==> src/etp_pkg.sv <==
// Shared types and constants for the elapsed-time counter pool.
// Command and slot status codes, per-slot control structs.
// No dependencies.
`timescale 1ns / 1ps
`default_nettype none

package etp_pkg;

  // Default slot count and mode, slot and counter widths
  localparam int unsigned NumTimersDef = 8;
  localparam int unsigned ModeW        = 3;
  localparam int unsigned SlotW        = 3;
  localparam int unsigned CountW       = 32;
  // Slots reachable through the slot field
  localparam int unsigned SlotSpan     = 8;

  typedef enum logic [ModeW-1:0] {
    CMD_TICK    = 3'd0,
    CMD_ALLOC   = 3'd1,
    CMD_RELEASE = 3'd2,
    CMD_START   = 3'd3,
    CMD_STOP    = 3'd4,
    CMD_RESTART = 3'd5,
    CMD_READ    = 3'd6
  } cmd_e;

  typedef enum logic [1:0] {
    ST_FREE    = 2'd0,
    ST_STOPPED = 2'd1,
    ST_RUNNING = 2'd2
  } status_e;

  // Update strobes into one slot
  typedef struct packed {
    logic tick;
    logic claim;
    logic free;
    logic run;
    logic halt;
    logic clear;
  } slot_cmd_t;

  // Status seen from one slot
  typedef struct packed {
    logic claimed;
    logic running;
  } slot_stat_t;

endpackage

`default_nettype wire

==> src/etp_slot.sv <==
// One timer slot: status register and 32-bit elapsed counter.
// Depends on etp_pkg for the strobe and status structs.
`timescale 1ns / 1ps
`default_nettype none

module etp_slot import etp_pkg::*; (
  input  wire logic              clk_i,
  input  wire logic              rst_ni,
  input  wire slot_cmd_t         cmd_i,
  output slot_stat_t             stat_o,
  output logic [CountW-1:0]      count_o
);

  status_e             status_q, status_d;
  logic [CountW-1:0]   count_q, count_d;

  // Next status: release wins, then claim, run and halt
  always_comb begin
    status_d = status_q;
    if (cmd_i.free) begin
      status_d = ST_FREE;
    end else if (cmd_i.claim) begin
      status_d = ST_STOPPED;
    end else if (cmd_i.run) begin
      status_d = ST_RUNNING;
    end else if (cmd_i.halt) begin
      status_d = ST_STOPPED;
    end
  end

  // Clear on stop or restart, advance on tick while running; wraps at 2^32
  always_comb begin
    count_d = count_q;
    if (cmd_i.clear) begin
      count_d = '0;
    end else if (cmd_i.tick && (status_q == ST_RUNNING)) begin
      count_d = count_q + CountW'(1);
    end
  end

  always_ff @(posedge clk_i or negedge rst_ni) begin
    if (!rst_ni) begin
      status_q <= ST_FREE;
      count_q  <= '0;
    end else begin
      status_q <= status_d;
      count_q  <= count_d;
    end
  end

  assign stat_o.claimed = (status_q == ST_STOPPED) || (status_q == ST_RUNNING);
  assign stat_o.running = (status_q == ST_RUNNING);
  assign count_o        = count_q;

endmodule

`default_nettype wire

==> src/elapsed_timer_pool.sv <==
// Top level of the elapsed-time counter pool: input register, command decode,
// result register and the bank of timer slots. Depends on etp_pkg, etp_slot.
//
//   channel | direction | handshake              | word
//   --------+-----------+------------------------+---------------------------
//   in      | to pool   | in_valid_i / in_ready_o | mode_i, slot_i
//   out     | from pool | out_valid_o / out_ready_i | ok_o, slot_out_o, elapsed_o
//
// One word per cycle sustained while results are taken; each word passes through the
// input register, then the result register, with combinational decode between.
// Slot state is updated when a word moves from the input register to the result
// register, so words act on the pool strictly in order.
// Reset frees every slot and zeroes every counter at once; words accepted next cycle.
// A stalled result holds; in_ready_o falls only when both registers are full.
`timescale 1ns / 1ps
`default_nettype none

module elapsed_timer_pool import etp_pkg::*; #(
  parameter int unsigned NUM_TIMERS = NumTimersDef
) (
  input  wire logic              clk_i,
  input  wire logic              rst_ni,
  input  wire logic              in_valid_i,
  output logic                   in_ready_o,
  input  wire logic [ModeW-1:0]  mode_i,
  input  wire logic [SlotW-1:0]  slot_i,
  output logic                   out_valid_o,
  input  wire logic              out_ready_i,
  output logic                   ok_o,
  output logic [SlotW-1:0]       slot_out_o,
  output logic [CountW-1:0]      elapsed_o
);

  localparam int unsigned Span  = (NUM_TIMERS < SlotSpan) ? NUM_TIMERS : SlotSpan;
  localparam int unsigned SpanW = (Span > 1) ? $clog2(Span) : 1;

  // Input register
  logic              in_valid_q;
  logic [ModeW-1:0]  mode_q;
  logic [SlotW-1:0]  slot_q;

  // Result register
  logic              out_valid_q;
  logic              ok_q;
  logic [SlotW-1:0]  slot_out_q;
  logic [CountW-1:0] elapsed_q;

  logic out_free;
  logic adv;

  // Slot bank views
  slot_cmd_t         slot_cmd   [NUM_TIMERS];
  slot_stat_t        slot_stat  [NUM_TIMERS];
  logic [CountW-1:0] slot_cnt   [NUM_TIMERS];
  logic              claimed_lo [Span];
  logic [CountW-1:0] cnt_lo     [Span];

  // Decode results
  logic              slot_ok;
  logic [SpanW-1:0]  sel;
  logic              sel_claimed;
  logic [CountW-1:0] sel_cnt;
  logic              found;
  logic [SlotW-1:0]  alloc_idx;
  logic              res_ok;
  logic [SlotW-1:0]  res_slot;
  logic [CountW-1:0] res_elapsed;
  logic              do_tick, do_alloc, do_free, do_run, do_halt, do_clear;

  // Handshake: result register frees when empty or taken
  assign out_free   = !out_valid_q || out_ready_i;
  assign adv        = in_valid_q && out_free;
  assign in_ready_o = !in_valid_q || out_free;

  always_ff @(posedge clk_i or negedge rst_ni) begin
    if (!rst_ni) begin
      in_valid_q <= 1'b0;
    end else if (in_ready_o) begin
      in_valid_q <= in_valid_i;
    end
  end

  always_ff @(posedge clk_i) begin
    if (in_valid_i && in_ready_o) begin
      mode_q <= mode_i;
      slot_q <= slot_i;
    end
  end

  // Slot bank
  for (genvar g = 0; g < NUM_TIMERS; g++) begin : g_slot
    logic hit;
    logic claim_hit;
    if (g < Span) begin : g_addr
      assign hit             = (slot_q == SlotW'(g));
      assign claim_hit       = (alloc_idx == SlotW'(g));
      assign claimed_lo[g]   = slot_stat[g].claimed;
      assign cnt_lo[g]       = slot_cnt[g];
    end else begin : g_hidden
      assign hit       = 1'b0;
      assign claim_hit = 1'b0;
    end

    assign slot_cmd[g].tick  = adv && do_tick;
    assign slot_cmd[g].claim = adv && do_alloc && claim_hit;
    assign slot_cmd[g].free  = adv && do_free && hit;
    assign slot_cmd[g].run   = adv && do_run && hit;
    assign slot_cmd[g].halt  = adv && do_halt && hit;
    assign slot_cmd[g].clear = adv && do_clear && hit;

    etp_slot u_slot (
      .clk_i   (clk_i),
      .rst_ni  (rst_ni),
      .cmd_i   (slot_cmd[g]),
      .stat_o  (slot_stat[g]),
      .count_o (slot_cnt[g])
    );
  end

  // Addressed slot; out-of-range slots are gated off
  assign slot_ok     = (32'(slot_q) < NUM_TIMERS);
  assign sel         = SpanW'(slot_q);
  assign sel_claimed = slot_ok && claimed_lo[sel];
  assign sel_cnt     = slot_ok ? cnt_lo[sel] : '0;

  // Lowest free slot among those the slot field reaches
  always_comb begin
    found     = 1'b0;
    alloc_idx = '0;
    for (int unsigned i = 0; i < Span; i++) begin
      if (!found && !claimed_lo[i]) begin
        found     = 1'b1;
        alloc_idx = SlotW'(i);
      end
    end
  end

  // Command decode
  always_comb begin
    res_ok      = 1'b1;
    res_slot    = slot_q;
    res_elapsed = '0;
    do_tick     = 1'b0;
    do_alloc    = 1'b0;
    do_free     = 1'b0;
    do_run      = 1'b0;
    do_halt     = 1'b0;
    do_clear    = 1'b0;
    case (cmd_e'(mode_q))
      CMD_TICK: begin
        do_tick = 1'b1;
      end
      CMD_ALLOC: begin
        res_ok   = found;
        res_slot = found ? alloc_idx : '0;
        do_alloc = found;
      end
      CMD_RELEASE: begin
        do_free = slot_ok;
      end
      CMD_START: begin
        do_run = sel_claimed;
      end
      CMD_STOP: begin
        if (sel_claimed) begin
          res_elapsed = sel_cnt;
          do_halt     = 1'b1;
          do_clear    = 1'b1;
        end
      end
      CMD_RESTART: begin
        if (sel_claimed) begin
          res_elapsed = sel_cnt;
          do_run      = 1'b1;
          do_clear    = 1'b1;
        end
      end
      CMD_READ: begin
        res_elapsed = sel_cnt;
      end
      default: begin
      end
    endcase
  end

  // Result register
  always_ff @(posedge clk_i or negedge rst_ni) begin
    if (!rst_ni) begin
      out_valid_q <= 1'b0;
    end else if (out_free) begin
      out_valid_q <= in_valid_q;
    end
  end

  always_ff @(posedge clk_i) begin
    if (adv) begin
      ok_q       <= res_ok;
      slot_out_q <= res_slot;
      elapsed_q  <= res_elapsed;
    end
  end

  assign out_valid_o = out_valid_q;
  assign ok_o        = ok_q;
  assign slot_out_o  = slot_out_q;
  assign elapsed_o   = elapsed_q;

endmodule

`default_nettype wire

==> config.mk <==
export PLATFORM = sky130hd
export DESIGN_NAME = elapsed_timer_pool
export DESIGN_NICKNAME = d
export VERILOG_FILES = /design/src/etp_pkg.sv /design/src/etp_slot.sv /design/src/elapsed_timer_pool.sv
export SDC_FILE = /design/constraint.sdc
export NUM_CORES = 1
export LEC_CHECK = 0
export ABC_AREA = 1
export BUFFER_PORTS_ARGS = -buffer_cell sky130_fd_sc_hd__buf_2
export CAP_MARGIN = 15
export CORE_MARGIN = 2
export CORE_UTILIZATION = 35
export CTS_BUF_LIST = sky130_fd_sc_hd__clkbuf_8
export DETAILED_ROUTE_END_ITERATION = 10
export GPL_TIMING_DRIVEN = 0
export RECOVER_POWER = 50
export REMOVE_ABC_BUFFERS = 1
export SETUP_SLACK_MARGIN = 0.5
export SLEW_MARGIN = 20
export SYNTH_ARGS = -nofsm -noshare
export SYNTH_HDL_FRONTEND = slang
export SYNTH_SLANG_ARGS = --single-unit
==> constraint.sdc <==
create_clock -name clk_i -period 2.1 [get_ports clk_i]
set_clock_uncertainty 0.05 [all_clocks]
set_input_delay 0.21 -clock clk_i [delete_from_list [all_inputs] [get_ports clk_i]]
set_output_delay 0.21 -clock clk_i [all_outputs]
set_load 0.05 [all_outputs]
# --- Word-level counts from Yosys, hierarchy flattened ---
# Index checks and enable logic that the tools add are counted.
# Widths: inputs -> output; s select.
classes:
  addsub: 8
  n_lt_le_gt_ge: 1
  n_eq_ne: 36
  mux: 80
  bitwise_logic: 1
  reduce_logical: 108
op_table:
  columns: ["operator", "count"]
  rows:
  - ["$mux 32", 19]
  - ["$add 32x1->32 const B", 8]
  - ["$bmux 32 s3", 1]
  - ["$mux 2", 33]
  - ["$pmux 32 s2", 1]
  - ["$logic_and 1x1->1", 63]
  - ["$eq 3x3->1 const B", 11]
  - ["$reduce_bool 4->1", 8]
  - ["$mux 3", 7]
  - ["$eq 3x2->1 const B", 6]
  - ["$mux 1", 17]
  - ["$eq 2x1->1 const B", 8]
  - ["$eq 2x2->1 const B", 8]
  - ["$reduce_bool 2->1", 8]
  - ["$logic_not 1->1", 15]
  - ["$logic_or 1x1->1", 10]
  - ["$eq 3x1->1 const B", 3]
  - ["$logic_not 3->1", 3]
  - ["$ge 4x4->1 const B", 1]
  - ["$not 3->4", 1]
  - ["$bmux 1 s3", 1]
  - ["$pmux 1 s2", 1]
  - ["$reduce_or 2->1", 1]
totals:
  register_bits: 316
  input_bits: 10
  output_inout_bits: 38
  elab_cells: 257

# --- Logic depth before layout (Yosys ltp) ---
# Gate-level depths: netlist of the first run.
depth:
  ltp_word: 28
  depth_mapped: 14
  mapped_depth_nobuf: 12

# --- Cells and area by module ---
# A second synthesis of the first run with hierarchy kept.
unflattened:
  hier_cells: 3073
  area_unflattened_um2: 20933.8
modules_own_cells:
  columns: ["module", "n_inst", "cells_per_inst", "area_per_inst_um2", "seq_area_each_um2"]
  rows:
  - ["etp_slot at g_slot[0].u_slot ...", 7, 295, 2087.0, 850.8]
  - ["elapsed_timer_pool", 1, 712, 4280.4, 1311.3]
  - ["etp_slot at g_slot[7].u_slot", 1, 296, 2044.5, 850.8]

# --- Worst setup path after synthesis of the first run ---
# Ideal clock, no wire load.
synth_timing:
  path_kind: "reg-to-reg"
  start: "register out_valid_q (netlist: out_valid_o)"
  end: "register g_slot[6].u_slot.status_q[0]"
  setup_ns: 0.118
  arrival_time_ns: 2.210
  required_time_ns: 1.932
  setup_slack_ns: -0.278
  stages_incl_launch_ff: 9
  n_path_buf: 2
  synth_period_minus_slack_ns: 2.378
  cell_sequence: "dfrtp_1 nand2_1 nand2_2 inv_2 buf_2 buf_2 o2111ai_1 nand3_1 nand2_1"
synth_via:
  elab_chain_len: 8
  elab_cells_between_ends: 15
  cone_classes: "mux (3); reduce/logical (12)"
synth_rtl:
  columns: ["element", "line", "rtl"]
  rows:
  - ["start: declaration", "elapsed_timer_pool.sv:43", "logic out_valid_q;"]
  - ["start signal: assignment", "elapsed_timer_pool.sv:191", "out_valid_q <= in_valid_q;"]
  - ["$logic_not 1->1 *", "elapsed_timer_pool.sv:71", "assign out_free = !out_valid_q || out_ready_i;"]
  - ["$logic_or 1x1->1 *", "elapsed_timer_pool.sv:71", null]
  - ["$logic_and 1x1->1 *", "elapsed_timer_pool.sv:72", "assign adv = in_valid_q && out_free;"]
  - ["named net adv", "elapsed_timer_pool.sv:49", "logic adv;"]
  - ["$logic_and 1x1->1 (2 in a row)", "elapsed_timer_pool.sv:107", "assign slot_cmd[g].run = adv && do_run && hit;"]
  - ["$mux 2", "etp_slot.sv:24", "end else if (cmd_i.run) begin"]
  - ["$mux 2", "etp_slot.sv:22", "end else if (cmd_i.claim) begin"]
  - ["$mux 2", "etp_slot.sv:20", "if (cmd_i.free) begin"]
  - ["end signal: assignment", "etp_slot.sv:46", "status_q <= status_d;"]
  - ["end: declaration", "etp_slot.sv:14", "status_e status_q, status_d;"]
# The timed path passes the listed nets; every way through them passes the cells marked *.
# A chain may end at the register's enable or synchronous reset.

# --- Final worst setup path of the first run ---
layout_timing:
  start: "register slot_q[1] (netlist: sel[1])"
  end: "register elapsed_q[11] (netlist: elapsed_o[11]) (data pin)"
layout_via:
  elab_chain_len: 6
  elab_cells_between_ends: 9
  cone_classes: "mux (8); bitwise (1)"
layout_rtl:
  columns: ["element", "line", "rtl"]
  rows:
  - ["start: declaration", "elapsed_timer_pool.sv:40", "logic [SlotW-1:0] slot_q;"]
  - ["start signal: assignment", "elapsed_timer_pool.sv:86", "slot_q <= slot_i;"]
  - ["$not 3->4 (not written as such) *", "elapsed_timer_pool.sv:123, elapsed_timer_pool.sv:124", null]
  - ["$bmux 32 s3 / $bmux 1 s3 (equally long branches)", "elapsed_timer_pool.sv:124, elapsed_timer_pool.sv:123", null]
  - ["$mux 32 (not written as such) / $mux 1 (equally long branches) (2 in a row)", "elapsed_timer_pool.sv:124, elapsed_timer_pool.sv:123", null]
  - ["$mux 32", "elapsed_timer_pool.sv:165, elapsed_timer_pool.sv:172", null]
  - ["$pmux 32 s2 *", "elapsed_timer_pool.sv:149", "case (cmd_e'(mode_q))"]
  - ["named net res_elapsed[11]", "elapsed_timer_pool.sv:67", "logic [CountW-1:0] res_elapsed;"]
  - ["end signal: assignment", "elapsed_timer_pool.sv:199", "elapsed_q <= res_elapsed;"]
  - ["end: declaration", "elapsed_timer_pool.sv:46", "logic [CountW-1:0] elapsed_q;"]
# The timed path passes the listed nets; every way through them passes the cells marked *. The select of a mux whose other input is x is not followed.

==> key figures, run 1 <==
Run status
  • Status: finished with violations
  • Failing checks: negative setup slack

Min path
  • HP Class: in -> reg

Setup path
  • Crit path launch type: flip-flop
  • Data arrival, critical path: about 2700 ps
  • Required @ worst endpoint: around 2600 ps
  • CP Max Fanout: 13
  • Crit path kind: reg -> reg
  • CP Capture Type: flip-flop

Synthesis
  • Synth cell types: 48
  • Sequential element share of the synthesized area: 38.65%
  • Syn avg cell area: between 6 and 7 um2
  • Mapped Cells: 3,085
  • Total number of yosys warnings: 0
  • Post-synthesis cell area: between 20,000 and 25,000 um2
  • Register bit total from synthesis: around 320
  • Number of synthesized flops with an enable pin: 42
  • Post-synth top flop: dfrtp_1
  • FFs w/ async S/R, synth: about 87%

Cells and area
  • Nets: about 3,300
  • Area added between synthesis and finish: 31.69%
  • Layout cells sized above 1: between 20% and 30%

Global route
  • Largest net degree at the start of global routing: 90
  • Initial antenna violation count: 4
  • GRT Overall Usage: ~27%
  • First-pass GRT wire length: approximately 130,000 um
  • Vias in the first global route: approximately 22,000
  • Grt ovf: 0

Floorplanning
  • Die Ht: between 200 and 250 um
  • Die Wd: approximately 250 um
  • Total core area: 59,130 um2
  • Number of top-level pins: 48
  • Die area: 61,990 um2
  • FP Rows: between 80 and 90
  • Initial core utilization: 35.52%

Timing
  • Tmin final: 2222 ps
  • Fin crit share: 105.8%
  • Slew @ Worst Pin: between 1000 and 1500 ps
  • Setup Viol. Count Final: 176
  • Setup TNS: -4875 ps
  • Fmax: about 0.45 GHz
  • RSZ-0062 raised after global routing: yes
  • Final Max Slew Viols: 0
  • Final hold violation count: 0
  • Worst rel slew slack: between 10% and 20%
  • Setup ws final: -121.6 ps

CTS
  • Bufs on Longest Clock Path: 3
  • Clock transition at path regs: about 60 ps
  • Clk Latency, worst-skew pair: ~740 ps
  • Num CTS Buffers: 60
  • CTS tree: built
  • Root Driver: clkbuf_8
  • H-tree Lvls: 2
  • TritonCTS Sinks: 316

Routing
  • WL/cell: 21.27 um
  • DR pass1 iterations: 8
  • Total number of vias: between 20,000 and 25,000
  • Number of vias per cell: approximately 5.7
  • Post-DRT Antenna Nets: 0
  • Final WL: around 88,000 um
  • Drc violations: 0
  • DRT iter0 DRCs: roughly 3,200

Placement
  • Dpl hpwl: between 50,000 and 60,000 um
  • GP Congestion: 0.9798
  • Post-Place Worst Slack: -2312 ps
  • PortBufs: 47

Pwr
  • Pleak: 12.08 nW
  • Clock network power share: between 20% and 30%
  • Psw: about 14 mW
  • VDD IR max: between 0.6 and 0.7 mV
  • Flop pwr share: 36.2%
  • Sw Share: 47.23%
  • Pwr dens: 1080 nW/um2
  • Logic pwr share: 41.8%
  • Int Power: 15.76 mW

Job
  • Max-cap violations: 0
-- worst max-delay path, cell delays in order (launching register included) --
cell and delay [ps]:
edfxtp_1 440, buf_12 160, nor2_4 50, buf_12 140, buf_12 150, buf_16 160
a22oi_2 330, o2111ai_2 260, a21oi_2 290
-- what timing repair did --
item	4_1_cts	5_1_grt
setup buffers	115	31
pin swaps	38	54
hold buffers	11	0
endpoints found under the setup margin	366	335
resized for setup	250	333
endpoints found under the hold margin	206	0
gates cloned	33	19
-- cells in the final DEF, fill, tap and decap left out, types with 18 or more instances in the layout --
cell type    n
nand2_1    738
inv_1      386
nor2_1     335
dfrtp_1    272
nand3_1    209
nand4_1    186
buf_4       93
nor3_1      92
o21ai_0     85
o21ai_1     83
clkbuf_8    73
a21oi_1     56
o21ai_2     49
xor2_1      49
buf_2       46
edfxtp_1    42
o22ai_1     39
buf_12      36
nand3_2     33
a21oi_2     32
nor2_4      31
nand2_8     29
buf_6       27
o211ai_1    26
nand2_2     22
nor2_2      21
inv_2       20
nand2_4     18
-- routing by layer --
layer	part of all wire, %	up-vias	GRT usage (%)	wire length (um)
li1	-	10880	-	-
met1	41	11210	37.69	36280
met2	43	1403	39.74	37910
met3	11	275	5.601	9824
met4	4.7	4	11.95	4151
met5	0.026	-	0	23
-- power by group through the flow --
stage	registers, mW	clock network, mW	logic (mW)
final	10.8	6.58	12.5
after global routing	11.0	6.93	13.6
after global placement	10.7	0	9.47
after floorplan	10.2	0	6.43
after detailed placement	10.7	0	9.64
after CTS	10.6	6.66	11.1
-- through the flow --
| stage | hold WS [ps] | power, mW | std cells | cell area [um2] | utilization, % |
|---|---|---|---|---|---|
| 6_report | 142.8 | 29.87 | 4146 | 27660 | 46.78 |
| 5_1_grt | 137.0 | 31.53 | 4146 | 27660 | 46.78 |
| 4_1_cts | 78.31 | 28.45 | 4095 | 26150 | 44.23 |
| 3_5_place_dp | 12.04 | 20.33 | 3825 | 22170 | 37.50 |
| 3_3_place_gp | 337.6 | 20.18 | 3804 | 21730 | 36.75 |
| 2_1_floorplan | -135.6 | 16.67 | 2984 | 20530 | - |
-- synth_stat cells (9+ instances only) --
cell / number / area (um2)
a21oi_1: 88 / 440.4
a22oi_1: 18 / 135.1
buf_2: 47 / 235.2
clkbuf_1: 39 / 146.4
dfrtp_1: 274 / 6857
edfxtp_1: 42 / 1261
ha_1: 16 / 200.2
inv_1: 400 / 1501
inv_2: 13 / 48.80
nand2_1: 781 / 2932
nand3_1: 246 / 1231
nand3b_1: 9 / 67.56
nand4_1: 186 / 1164
nor2_1: 376 / 1411
nor3_1: 98 / 490.5
nor3b_1: 10 / 75.07
o2111ai_1: 23 / 201.4
o211ai_1: 26 / 195.2
o21ai_0: 195 / 975.9
o21ai_1: 23 / 115.1
o22ai_1: 41 / 256.5
o31ai_1: 9 / 67.56
or2_2: 9 / 56.30
xor2_1: 49 / 429.2
-- kinds of logic after synthesis --
logic type               after synthesis  share of synthesized area (%)
AND/OR/NAND/NOR                     1741                          36.36
buffers and inverters                514                          9.638
AO/OA/AOI/OAI                        445                          12.19
flip-flops                           316                          38.65
XOR/XNOR                              53                          2.210
adder cells (fa/ha/maj)               16                         0.9531
-- final cells by class --
cell class	instances	area, um2
antenna	1	2.502
clock buffer	73	1005
clock inverter	38	256.5
fill	5752	31470
inverter	413	1697
multi-input combinational	2284	12840
sequential	316	8120
tap	773	967.2
timing repair buffer	243	2733
timing repair inverter	5	37.54
-- flip-flops by register name, summed over array words and instances (netlist names) --
signal and cells:
g_slot.u_slot.count_o 256, elapsed_o 32, g_slot.u_slot.status_q 16, mode_q 3, sel 3, slot_out_o 3
in_valid_q 1, ok_o 1, out_valid_o 1
-- path summary, 6_finish.rpt --
check	from	end	slack, ps	cells past startpoint
min	mode_i[0]	mode_q[0]	140	2
max reg2reg	sel[1]	elapsed_o[11]	-120	8
max in group asynchronous	rst_ni	g_slot[4].u_slot.count_o[23]	260	4
min in group asynchronous	rst_ni	g_slot[1].u_slot.count_o[13]	530	3
max	sel[1]	elapsed_o[11]	-120	8
min reg2reg	g_slot[1].u_slot.status_q[0]	g_slot[1].u_slot.status_q[0]	460	2
No activity file was read; power rests on OpenSTA's default activity.
==> run 2: changes to the inputs <==
- CORE_MARGIN: 2 -> 8
- SYNTH_HIERARCHICAL: not set -> 1
- clock period: 2.1 -> 2.65 ns (I/O delays scaled with it)
==> run 2 against run 1 <==
- the flow still finishes with violations (negative setup slack)
- cell count fell by 0.53%
- first-iteration DRC count is 41% lower
- via count decreased by 11%
- sequential power fell by 43%
- flip-flop and latch count is the same
- synthesized cell count is 0.39% lower
- utilization down 2.5 points
- fmax down 18%
- routed wire length down 16%
- combinational power is 71% lower
- worst setup slack better by 48 ps
- total power fell by 52%
- critical path type unchanged
==> key figures, run 2 <==
Run status
  • Status: finished with violations
  • Failing checks: negative setup slack

Synthesis
  • FFs w/ async S/R, synth: 86.71% (unchanged)
  • Post-synth top flop: dfrtp_1
  • Synth area leaders: dfrtp_1, nand2_1, nor2_1
  • Sequential element share of the synthesized area: 38.78% (+0.13 points)
  • Post-synthesis cell area: 20,930 um2 (-0.34%)
  • Synth cell count leaders: nand2_1, nor2_1, inv_1
  • Mapped Cells: 3,073 (-0.39%)
  • Syn avg cell area: 6.812 um2 (about the same)
  • Count leader, synth: nand2_1
  • Number of synthesized flops with an enable pin: 42 (unchanged)
  • Total number of yosys warnings: 6 (+6)
  • Synth cell types: 37 (-23%)
  • Synth area leader: dfrtp_1
  • Register bit total from synthesis: 316 (unchanged)
  • Top-area cell type share of the netlist area: 32.75% (+0.11 points)

Routing
  • Met1 Wirelength: 31,620 um (-13%)
  • Drc violations: 0 (unchanged)
  • Post-DRT Antenna Nets: 0 (unchanged)
  • Top routing layer used: met4
  • Final WL: 73,810 um (-16%)
  • DR pass1 iterations: 5 (-3)
  • WL/cell: 17.90 um (-16%)
  • Total number of vias: 21,180 (-11%)
  • Met2 routed WL: 34,360 um (-9.3%)
  • Number of vias per cell: 5.136 (-10%)
  • Met3 Routed Length: 4797 um (-51%)
  • DRT iter0 DRCs: 1,865 (-41%)

Pwr
  • Total power: 14.36 mW (-52%)
  • Logic pwr share: 25.0% (-17 points)
  • VDD IR max: 0.3990 mV (-37%)
  • Clock network power share: 32.3% (+10 points)
  • Sw Share: 37.32% (-9.9 points)
  • Pwr dens: 548.9 nW/um2 (-49%)
  • Pleak: 12.21 nW (+1.1%)
  • Psw: 5.357 mW (-62%)
  • Flop pwr share: 42.7% (+6.5 points)
  • Int Power: 8.998 mW (-43%)

Cells and area
  • Commonest non-fill, non-tap cells in the layout: nand2_1, nor2_1, inv_1
  • Register area: 8118 um2 (about the same)
  • Final cell count without fillers: 4,124 (-0.53%)
  • Layout Utilization: 44.23% (-2.5 points)
  • Nets: 3,329 (-0.60%)
  • Layout cells sized above 1: 23.31% (+3.2 points)
  • # fillers: 5,997 (+4.3%)
  • Area added between synthesis and finish: 24.94%
  • Multi-input gate area: 12,390 um2 (-3.5%)
  • Most common library cell in the layout ignoring fill and taps: nand2_1
  • Max reg flops: 256 (unchanged)

CTS
  • Num CTS Buffers: 58 (-3.3%)
  • Root Driver: clkbuf_8
  • Bufs on Longest Clock Path: 3 (unchanged)
  • CTS tree: built
  • Clock transition at path regs: 60 ps (about the same)
  • Clk Latency, worst-skew pair: 730 ps (about the same)
  • TritonCTS Sinks: 316 (unchanged)
  • H-tree Lvls: 2 (unchanged)

Setup path
  • CP Capture Type: flip-flop
  • Slowest cell on crit path: dfrtp_1
  • Largest delay share family, worst path: simple AND/OR/NAND/NOR gates
  • Worst-path cell chain: ha_1, inv_2, nand2_2, nand2_2, nand2_1, nand2_1, nand2_2, nand2_4, buf_4, buf_6, nand4_1, inv_2, clkinvlp_4, nand2_4, nand3_4, nor2_4, nand2_2, nor3_2, nor2_1
  • Required @ worst endpoint: 3140 ps (+550 ps)
  • Data arrival, critical path: 3210 ps (+500 ps)
  • CP Max Fanout: 5 (-8)
  • Crit path kind: reg -> reg
  • Crit path launch type: flip-flop
  • CP dominant cell by count: nand2_2
  • CP Buf/Inv Count: 5 (+1)
  • Crit path largest cell delay: 390 ps (-50 ps)

Floorplanning
  • Initial core utilization: 35.40% (-0.12 points)
  • FP Rows: 89 (unchanged)
  • Die area: 67,890 um2 (+9.5%)
  • Total core area: 59,130 um2 (unchanged)
  • Die Ht: 260.6 um (+4.7%)
  • Number of top-level pins: 48 (unchanged)
  • Die Wd: 260.6 um (+4.7%)

Global route
  • Grt ovf: 0 (unchanged)
  • Initial antenna violation count: 1 (-3)
  • Vias in the first global route: 19,680 (-9.7%)
  • GRT Overall Usage: 21.16% (-5.7 points)
  • First-pass GRT wire length: 112,300 um (-14%)
  • Largest net degree at the start of global routing: 90 (unchanged)

Placement
  • Dpl hpwl: 49,890 um (-9.0%)
  • GP Congestion: 0.9257 (-5.5%)
  • PortBufs: 47 (unchanged)
  • Post-placement cell count: 3,837 (+0.31%)
  • Post-Place Worst Slack: -2034 ps (+277.8 ps)

Job
  • Max-cap violations: 0 (unchanged)

Timing
  • Fin Hold WS: 111.5 ps (-31.31 ps)
  • Fin crit share: 102.8% (-3.0 points)
  • Worst rel slew slack: 10.89% (+0.89 points)
  • Tmin final: 2723 ps (+501.7 ps)
  • Final hold violation count: 0 (unchanged)
  • Setup ws final: -73.34 ps (+48.31 ps)
  • Fmax: 0.3672 GHz (-18%)
  • Setup Viol. Count Final: 17 (-90%)
  • Final Max Slew Viols: 0 (unchanged)
  • Slew @ Worst Pin: 1337 ps (-13.31 ps)
  • RSZ-0062 raised after global routing: yes

Min path
  • HP Class: in -> reg
-- run 2: cell count changes after synthesis, sizes merged, moves of 43 or more --
cell   change
nor2     +260
nand2    +255
nand4    -117
inv       -99
a21oi     +94
o21ai     -87
nand3     -85
xor2      -49
nor3      -43
-- run 2: power by group through the flow --
stage / Sequential (mW) / Combinational [mW] / Clock, mW
3_5_place_dp: 6.18 / 2.73 / 0
6_report: 6.13 / 3.59 / 4.63
3_3_place_gp: 6.22 / 2.60 / 0
2_1_floorplan: 6.25 / 1.70 / 0
5_1_grt: 6.22 / 3.96 / 4.96
4_1_cts: 6.11 / 3.09 / 4.74
-- run 2: kinds of logic after synthesis --
family | count (synthesis) | synth area share (%)
compound gates | 363 | 9.306
fa+ha+maj | 16 | 0.9563
buf+inv | 391 | 7.603
flops | 316 | 38.78
mux | 2 | 0.09563
simple gates | 1985 | 43.26
-- run 2: metal layers --
| layer | GRT usage (%) | up-vias |
|---|---|---|
| li1 | - | 10270 |
| met1 | 28.35 | 9998 |
| met2 | 34.28 | 736 |
| met3 | 3.206 | 176 |
| met4 | 8.074 | 0 |
| met5 | 0 | - |
-- run 2: cell type report --
cell class                      instances  area share [%]
Timing Repair Buffer                  224           8.123
Antenna cell                            1        0.009568
Multi-Input combinational cell       2368           47.38
Inverter                              323           5.219
Timing Repair inverter                 12          0.3397
Clock buffer                           64           3.368
Clock inverter                         43          0.8228
Sequential cell                       316           31.04
Tap cell                              773           3.698
-- run 2: worst paths after layout --
kind / start / to / slack, ps / cells past startpoint
max: g_slot[0].u_slot/status_q[1] / g_slot[0].u_slot/count_o[10] / -70 / 19
min: out_ready_i / mode_q[2] / 110 / 5
min in group asynchronous: rst_ni / g_slot[3].u_slot/count_o[11] / 500 / 3
max in group asynchronous: rst_ni / g_slot[7].u_slot/count_o[7] / 410 / 5
min reg2reg: g_slot[2].u_slot/count_o[14] / g_slot[2].u_slot/count_o[14] / 470 / 1
max reg2reg: g_slot[0].u_slot/status_q[1] / g_slot[0].u_slot/count_o[10] / -70 / 19
-- run 2: stage by stage --
stage                     area [um2]  setup TNS, ps
after floorplan                20560        -156860
after global placement         21770       -1966810
after detailed placement       22020        -244770
final                          26150         -389.7
after CTS                      24980              0
after global routing           26150          -6273
-- run 2: timing repair --
| action | 4_1_cts | 5_1_grt |
|---|---|---|
| hold buffers | 13 | 0 |
| pin swaps | 46 | 112 |
| setup buffers | 95 | 53 |
| endpoints found under the setup margin | 304 | 306 |
| gates cloned | 16 | 2 |
| resized for setup | 201 | 253 |
| endpoints found under the hold margin | 199 | 0 |
-- run 2: worst register-to-register path, stage by stage, from the launching register on --
cell        delay, ps
dfrtp_1           390
ha_1              330
inv_2              90
nand2_2            50
nand2_2            60
nand2_1            40
nand2_1            80
nand2_2            60
nand2_4           110
buf_4             120
buf_6              80
nand4_1           130
inv_2             180
clkinvlp_4        140
nand2_4           100
nand3_4            80
nor2_4            130
nand2_2            70
nor3_2            180
nor2_1             60
